## src/hw/rtl/nsc_pkg.sv

```systemverilog
// Shared types, character codes and verdict codes for the NMEA sentence checker.
// Depends on nothing.
`timescale 1ns / 1ps

package nsc_pkg;

    localparam int unsigned NSC_STATUS_FIELD = 2;

    localparam logic [7:0] CHAR_DOLLAR = 8'h24;
    localparam logic [7:0] CHAR_STAR   = 8'h2A;
    localparam logic [7:0] CHAR_COMMA  = 8'h2C;
    localparam logic [7:0] CHAR_CR     = 8'h0D;
    localparam logic [7:0] CHAR_A      = 8'h41;

    localparam logic [3:0] FIELD_MAX = 4'd15;

    localparam logic [1:0] VERDICT_NONE     = 2'd0;
    localparam logic [1:0] VERDICT_ACCEPTED = 2'd1;
    localparam logic [1:0] VERDICT_MISMATCH = 2'd2;
    localparam logic [1:0] VERDICT_INACTIVE = 2'd3;

    typedef struct packed {
        logic [7:0] echo_byte;
        logic [3:0] field_number;
        logic       in_body;
        logic       sentence_end;
        logic [1:0] verdict;
    } nsc_result_t;

    typedef struct packed {
        logic       bad;
        logic [3:0] value;
    } hex_digit_t;

    function automatic hex_digit_t hex_decode(input logic [7:0] c);
        hex_digit_t d;
        d.bad   = 1'b0;
        d.value = 4'd0;
        if (c >= 8'h30 && c <= 8'h39) begin
            d.value = c[3:0];
        end else if ((c >= 8'h41 && c <= 8'h46) || (c >= 8'h61 && c <= 8'h66)) begin
            d.value = c[3:0] + 4'd9;
        end else begin
            d.bad = 1'b1;
        end
        return d;
    endfunction

endpackage

```

## src/hw/rtl/nsc_parser.sv

```systemverilog
// Sentence state and per-word parsing: checksum XOR, field count, status capture,
// hex checksum digits and the verdict on carriage return. Depends on nsc_pkg.
`timescale 1ns / 1ps

module nsc_parser import nsc_pkg::*; #(
    parameter int unsigned STATUS_FIELD = NSC_STATUS_FIELD
) (
    input  logic        aclk,
    input  logic        aresetn,
    input  logic        step,
    input  logic [7:0]  rx_byte,
    output nsc_result_t result
);

    localparam logic [2:0] PH_IDLE = 3'd0;
    localparam logic [2:0] PH_BODY = 3'd1;
    localparam logic [2:0] PH_STAT = 3'd2;
    localparam logic [2:0] PH_HEX1 = 3'd3;
    localparam logic [2:0] PH_HEX2 = 3'd4;
    localparam logic [2:0] PH_WAIT = 3'd5;

    localparam logic [3:0] STATUS_IDX = 4'(STATUS_FIELD);

    logic [2:0] phase_reg, phase_next;
    logic [7:0] xor_reg, xor_next;
    logic [3:0] count_reg, count_next;
    logic       active_reg, active_next;
    logic [7:0] sum_reg, sum_next;
    logic       bad_reg, bad_next;

    hex_digit_t digit;
    logic [3:0] count_inc;

    assign digit     = hex_decode(rx_byte);
    assign count_inc = (count_reg < FIELD_MAX) ? count_reg + 4'd1 : count_reg;

    always_comb begin
        phase_next  = phase_reg;
        xor_next    = xor_reg;
        count_next  = count_reg;
        active_next = active_reg;
        sum_next    = sum_reg;
        bad_next    = bad_reg;

        result.echo_byte    = rx_byte;
        result.field_number = 4'd0;
        result.in_body      = 1'b0;
        result.sentence_end = 1'b0;
        result.verdict      = VERDICT_NONE;

        if (rx_byte == CHAR_DOLLAR) begin
            xor_next    = 8'd0;
            count_next  = 4'd0;
            active_next = 1'b0;
            sum_next    = 8'd0;
            bad_next    = 1'b0;
            phase_next  = PH_BODY;
        end else begin
            unique case (phase_reg)
                PH_BODY, PH_STAT: begin
                    if (rx_byte == CHAR_CR) begin
                        result.sentence_end = 1'b1;
                        result.verdict      = VERDICT_MISMATCH;
                        phase_next          = PH_IDLE;
                    end else if (rx_byte == CHAR_STAR) begin
                        phase_next = PH_HEX1;
                    end else begin
                        result.in_body      = 1'b1;
                        result.field_number = count_reg;
                        xor_next            = xor_reg ^ rx_byte;
                        if (phase_reg == PH_STAT && rx_byte == CHAR_A) begin
                            active_next = 1'b1;
                        end
                        phase_next = PH_BODY;
                        if (rx_byte == CHAR_COMMA) begin
                            count_next = count_inc;
                            if (count_inc == STATUS_IDX) begin
                                phase_next = PH_STAT;
                            end
                        end
                    end
                end
                PH_HEX1, PH_HEX2: begin
                    if (rx_byte == CHAR_CR) begin
                        result.sentence_end = 1'b1;
                        result.verdict      = VERDICT_MISMATCH;
                        phase_next          = PH_IDLE;
                    end else begin
                        if (digit.bad) begin
                            bad_next = 1'b1;
                        end
                        sum_next   = {sum_reg[3:0], digit.bad ? 4'd0 : digit.value};
                        phase_next = (phase_reg == PH_HEX1) ? PH_HEX2 : PH_WAIT;
                    end
                end
                PH_WAIT: begin
                    if (rx_byte == CHAR_CR) begin
                        result.sentence_end = 1'b1;
                        if (bad_reg || sum_reg != xor_reg) begin
                            result.verdict = VERDICT_MISMATCH;
                        end else if (!active_reg) begin
                            result.verdict = VERDICT_INACTIVE;
                        end else begin
                            result.verdict = VERDICT_ACCEPTED;
                        end
                        phase_next = PH_IDLE;
                    end else begin
                        bad_next = 1'b1;
                    end
                end
                default: begin
                    phase_next = PH_IDLE;
                end
            endcase
        end
    end

    always_ff @(posedge aclk) begin
        if (!aresetn) begin
            phase_reg  <= PH_IDLE;
            xor_reg    <= 8'd0;
            count_reg  <= 4'd0;
            active_reg <= 1'b0;
            sum_reg    <= 8'd0;
            bad_reg    <= 1'b0;
        end else if (step) begin
            phase_reg  <= phase_next;
            xor_reg    <= xor_next;
            count_reg  <= count_next;
            active_reg <= active_next;
            sum_reg    <= sum_next;
            bad_reg    <= bad_next;
        end
    end

endmodule

```

## config.mk

```make
export PLATFORM = sky130hd
export DESIGN_NAME = nsc_parser
export DESIGN_NICKNAME = d
export VERILOG_FILES = /design/src/hw/rtl/nsc_pkg.sv /design/src/hw/rtl/nsc_parser.sv
export SDC_FILE = /design/constraint.sdc
export NUM_CORES = 1
export LEC_CHECK = 0
export BUFFER_PORTS_ARGS = -buffer_cell sky130_fd_sc_hd__buf_2
export CAP_MARGIN = 20
export CORE_MARGIN = 4
export CORE_UTILIZATION = 61
export CTS_BUF_LIST = sky130_fd_sc_hd__clkbuf_16
export DETAILED_ROUTE_END_ITERATION = 10
export GPL_TIMING_DRIVEN = 0
export PLACE_DENSITY = 0.83
export SLEW_MARGIN = 20
export SYNTH_ARGS = -nofsm -noshare
export SYNTH_HDL_FRONTEND = slang
export SYNTH_SLANG_ARGS = --single-unit
```

## constraint.sdc

```tcl
create_clock -name aclk -period 4 [get_ports aclk]
set_input_delay 0.2 -clock aclk [delete_from_list [all_inputs] [get_ports aclk]]
set_output_delay 0.2 -clock aclk [all_outputs]
set_load 0.05 [all_outputs]
```

-- After elaboration in Yosys (flattened, before gate mapping)
Cells that the tools add are included.
- bits in registers: 25
- bits of input ports: 11
- output and inout port bits: 16
- add/subtract/negate cells: 2
- order comparisons: 7
- equality and inequality tests: 18
- muxes and demuxes: 46
- bitwise logic cells: 1
- reductions and logical operators: 20
- operators with widths (operator ; count):
    8-bit 2-to-1 mux ; 8
    4-bit 2-to-1 mux ; 9
    8-bit by 6-bit equality test with 1-bit output, second input constant ; 3
    8-bit by 7-bit greater-or-equal comparator with 1-bit output, second input constant ; 2
    8-bit by 7-bit less-or-equal comparator with 1-bit output, second input constant ; 2
    3-bit 2-to-1 mux ; 5
    5-bit 2-to-1 mux ; 3
    5-bit AND reduction ; 3
    1-bit 2-to-1 mux ; 12
    2-bit 2-to-1 mux ; 6
    3-bit != test, second input constant ; 4
    3-bit one-hot mux with 3 select lines ; 1
    8-bit by 4-bit equality test with 1-bit output, second input constant ; 1
    8-bit by 7-bit equality test with 1-bit output, second input constant ; 1
    8-bit by 6-bit greater-or-equal comparator with 1-bit output, second input constant ; 1
    8-bit by 6-bit less-or-equal comparator with 1-bit output, second input constant ; 1
    8-bit != test ; 1
    2-bit nonzero test ; 4
    8-bit XOR ; 1
    3-bit by 2-bit equality test with 1-bit output, second input constant ; 2
    3-bit equality test, second input constant ; 2
    3-bit one-hot mux with 2 select lines ; 1
    4-bit by 1-bit adder with 4-bit output, second input constant ; 1
    4-bit adder, second input constant ; 1
    other kinds (13) ; 19

-- Depth between registers and ports, before layout
- depth in word-level cells: 9
- depth in mapped cells: 8
- gate-level depth less buffers: 7

-- Worst setup path after synthesis
No wires, ideal clock.
- path kind: input-to-output
- from: input rx_byte[1]
- to: output result[1] (netlist bit)
- arrival: 2484 ps
- data required time: 3800 ps
- slack: 1316 ps
- cell stages on the path: 7
- cell sequence: inv_1 ha_1 nor4bb_1 and3_1 o31ai_1 a21oi_1 and2_1
- RTL lines (element ; line ; text):
    start: declaration ; nsc_parser.sv:11 ; input logic [7:0] rx_byte,
    end: declaration ; nsc_parser.sv:12 ; output nsc_result_t result

==> metrics.md <==
| Metric | Value |
|---|---|
| Worst-Margin Slew | 0.528 ns |
| I/O Buffers | 25 |
| Async S/R FF share, synth | 0% |
| Area grow syn2layout | 13.9% |
| Initial Util | 64.3% |
| Synth unique cells | 52 |
| Post-CTS Hold Fix Bufs | 0 |
| Initial antenna violation count | 0 |
| Area leader, netlist | dfxtp_1 |
| Setup TNS Final | 0 ns |
| Worst min path class | primary input to flip-flop |
| CTS Buf Count | 3 |
| Ant diodes | 0 |
| Hold Crit Start | rx_byte[7] |
| Crit path largest cell delay | 0.53 ns |
| Synth Area in Compound Gates | 18.8% |
| Cell with the most instances after synthesis | dfxtp_1 |
| End of the worst register-to-register path | sum_reg[4] |
| M2 GR Usage | 38.7% |
| Sink Count | 25 |
| Largest family of logic cells by synthesized area | simple AND/OR/NAND/NOR gates |
| FF+latch count, synth | 25 |
| Routed Antenna Nets | 0 |
| Synth Area per Inst | 8.37 um2 |
| Post-DP HPWL | 3.13 mm |
| Layout cells sized above 1 | 20.3% |
| Hold endpoint | xor_reg[7] |
| NetSw | 0.136 mW |
| Post-synth top cells | 25 x dfxtp_1, 17 x nor2_1, 12 x nand2_1, 12 x nand4_1 |
| Seq/Total Area, Yosys | 28.2% |
| Cell area after synthesis | 0.00177 mm2 |
| CP Capture Type | output port |
| Hold Vio Cnt, Final | 0 |
| Total number of vias | 1696 |
| H-tree levels | 1 |
| Power per cell area | 269 mW/mm2 |
| Most used DFF post-synth | dfxtp_1 |
| DR iter-0 viols | 145 |
| Headroom to the max-slew limit | 64.3% |
| Util after Layout | 73.3% |
| Final wirelength | 4.20 mm |
| Non-Filler Instances | 272 |
| Final setup violation count | 0 |
| Avg WL per Cell | 15.4 um |
| Xor/xnor share of the synthesized area | 8.89% |
| First-pass GRT wire length | 7.07 mm |
| Largest net degree at the start of global routing | 16 |
| CP Cell Sequence | buf_2 > inv_1 > ha_1 > nor4bb_1 > and3_1 > o31ai_1 > a21oi_1 > and2_1 > buf_2 |
| Die X | 61.9 um |
| Combinational Power Share | 13.2% |
| # resized after CTS | 0 |
| Worst hold path depth | 4 |
| Reg2Reg Setup Slack | 2.06 ns |
| Fmax | 430 MHz |
| CP arrival | 2.13 ns |
| Reg-to-Reg Start | phase_reg[1] |
| Worst EP required | 3.80 ns |
| GR met3 Demand/Resource | 3.72% |
| Final GP Congestion | 0.991 |
| Sequential share of power | 45.8% |
| CTS tree | yes |
| R2R cell count | 6 |
| WS Path Type | primary input to output port |
| Mux cell area share after synthesis | 1.13% |
| Number of enable flip-flop cells after synthesis | 0 |
| Syn_nets | 229 |
| Worst VDD drop | 0.277 mV |
| Placed Instances | 268 |
| Internal power | 0.408 mW |
| Vias per cell | 6.24 |
| Static Leak | 0.836 nW |
| Startpoint Class | primary input |
| Buffers & Inverters on Critical Path | 3 |
| GRT Max-Usage Layer | met2 |
| Placement row count | 19 |
| Status | completed |
| Crit path top cell by count | buf_2 |
| Clk pwr share | 41.0% |
| Area contributors post-synth | dfxtp_1 28%, xnor2_1 4.4%, xor2_1 4.4%, ha_1 4.2%, nand4_1 4.2% |
| Yosys warnings | 0 |
| Final Max Slew Viols | 0 |
| Top delay family on crit path | simple AND/OR/NAND/NOR gates |
| Critical path's slowest cell | nor4bb_1 |
| Total track usage | 24.2% |
| Top cell type's share of synthesized area | 28.2% |
| Post-Synth Adder-Cell Area | 4.23% |
| Switching share of power | 25.1% |
| Worst skew pair latency | 0.26 ns |
| Post CTS Setup Buffer Count | 0 |
| Top Ports | 27 |
| CP max FO | 7 |
| RSZ-0062 raised after global routing | false |
| First-pass DRT Iterations | 4 |
| Core area | 0.00276 mm2 |
| Max Cap Viol | 0 |
| Period utilisation layout | 58.2% |
| Syn Inst Count | 212 |
| Worst-case clock buffer depth | 2 |
| Global Route met1 Usage | 34.2% |
| Number of global-route vias before repair | 1543 |
| Remaining Overflow, GRT | 0 |
| Layout net count | 259 |
| Clk slew on worst S/H paths | 0.06 ns |
| Post-route minimum period | 2.33 ns |
| Drc violations | 0 |
| Skew final | 0.00328 ns |
| Total die area | 0.00384 mm2 |
| Simple-gate share of the synthesized area | 31.0% |
| Clk Tree Root Cell | clkbuf_16 |
| Height of the die | 61.9 um |
how the worst max path moves through the flow:
stage                          start   endpoint  slack, ns  depth (start not counted)
final                     rx_byte[1]  result[1]       1.67                          9
after global routing      rx_byte[1]  result[1]       1.49                          9
after CTS                 rx_byte[1]  result[1]       1.72                          9
after detailed placement  rx_byte[1]  result[1]       1.74                          9
after global placement    rx_byte[1]  result[1]       1.73                          9
after floorplan           rx_byte[1]  result[1]       1.32                          7
metrics by stage:
stage          hold WS (ns)  power, mW  worst slack, ns  area, um2
5_1_grt               0.375      0.566             1.49       2020
4_1_cts               0.336      0.548             1.72       2020
3_3_place_gp          0.460      0.325             1.73       1940
6_report              0.334      0.544             1.67       2020
3_5_place_dp          0.470      0.325             1.74       1940
2_1_floorplan         0.392      0.304             1.32       1770
kinds of logic after synthesis:
| family | after synthesis |
|---|---|
| buffers and inverters | 26 |
| multiplexers | 2 |
| AND/OR/NAND/NOR | 90 |
| XOR/XNOR | 18 |
| AO/OA/AOI/OAI | 45 |
| flip-flops | 25 |
| adder cells (fa/ha/maj) | 6 |
worst reg2reg max path, stage by stage (launching register included):
cell,delay (ns)
dfxtp_1,0.30
buf_2,0.20
nor2b_1,0.40
a21oi_1,0.21
o22ai_1,0.25
nand2_1,0.17
a32o_1,0.30
layout by cell type, fill, tap and decap left out, types with 3 or more instances in the layout:
cell       instances
buf_2             30
dfxtp_1           25
nor2_1            17
nand4_1           12
nand2_1           12
xnor2_1            9
xor2_1             9
buf_4              9
a21oi_1            8
o21ai_0            8
nand3_1            7
and2_1             7
and3b_1            6
clkbuf_1           6
ha_1               6
inv_1              5
nor2b_1            5
o22ai_1            4
a32o_1             4
and3_1             3
o31ai_1            3
nor3_1             3
a31oi_1            3
clkbuf_16          3
power groups by stage:
stage | registers (mW) | logic, mW | clock network, mW
2_1_floorplan | 0.255 | 0.0490 | 0
3_3_place_gp | 0.255 | 0.0703 | 0
3_5_place_dp | 0.255 | 0.0704 | 0
4_1_cts | 0.249 | 0.0709 | 0.228
5_1_grt | 0.249 | 0.0779 | 0.239
6_report | 0.249 | 0.0718 | 0.223
metal layers:
metal | vias up | routed length, um
li1 | 836 | -
met5 | - | 0
met3 | 10 | 332
met4 | 0 | 74
met2 | 65 | 1880
met1 | 785 | 1910
area by class of cell:
class                           instances  area [um2]
Inverter                                5        18.8
Multi-Input combinational cell        161        1140
Timing Repair Buffer                   25         125
Sequential cell                        25         500
Buffer                                 21         119
Clock buffer                            3        75.1
Clock inverter                          1        7.51
Tap cell                               31        38.8
Fill cell                             220         737
Power figures use the tool's default switching activity.
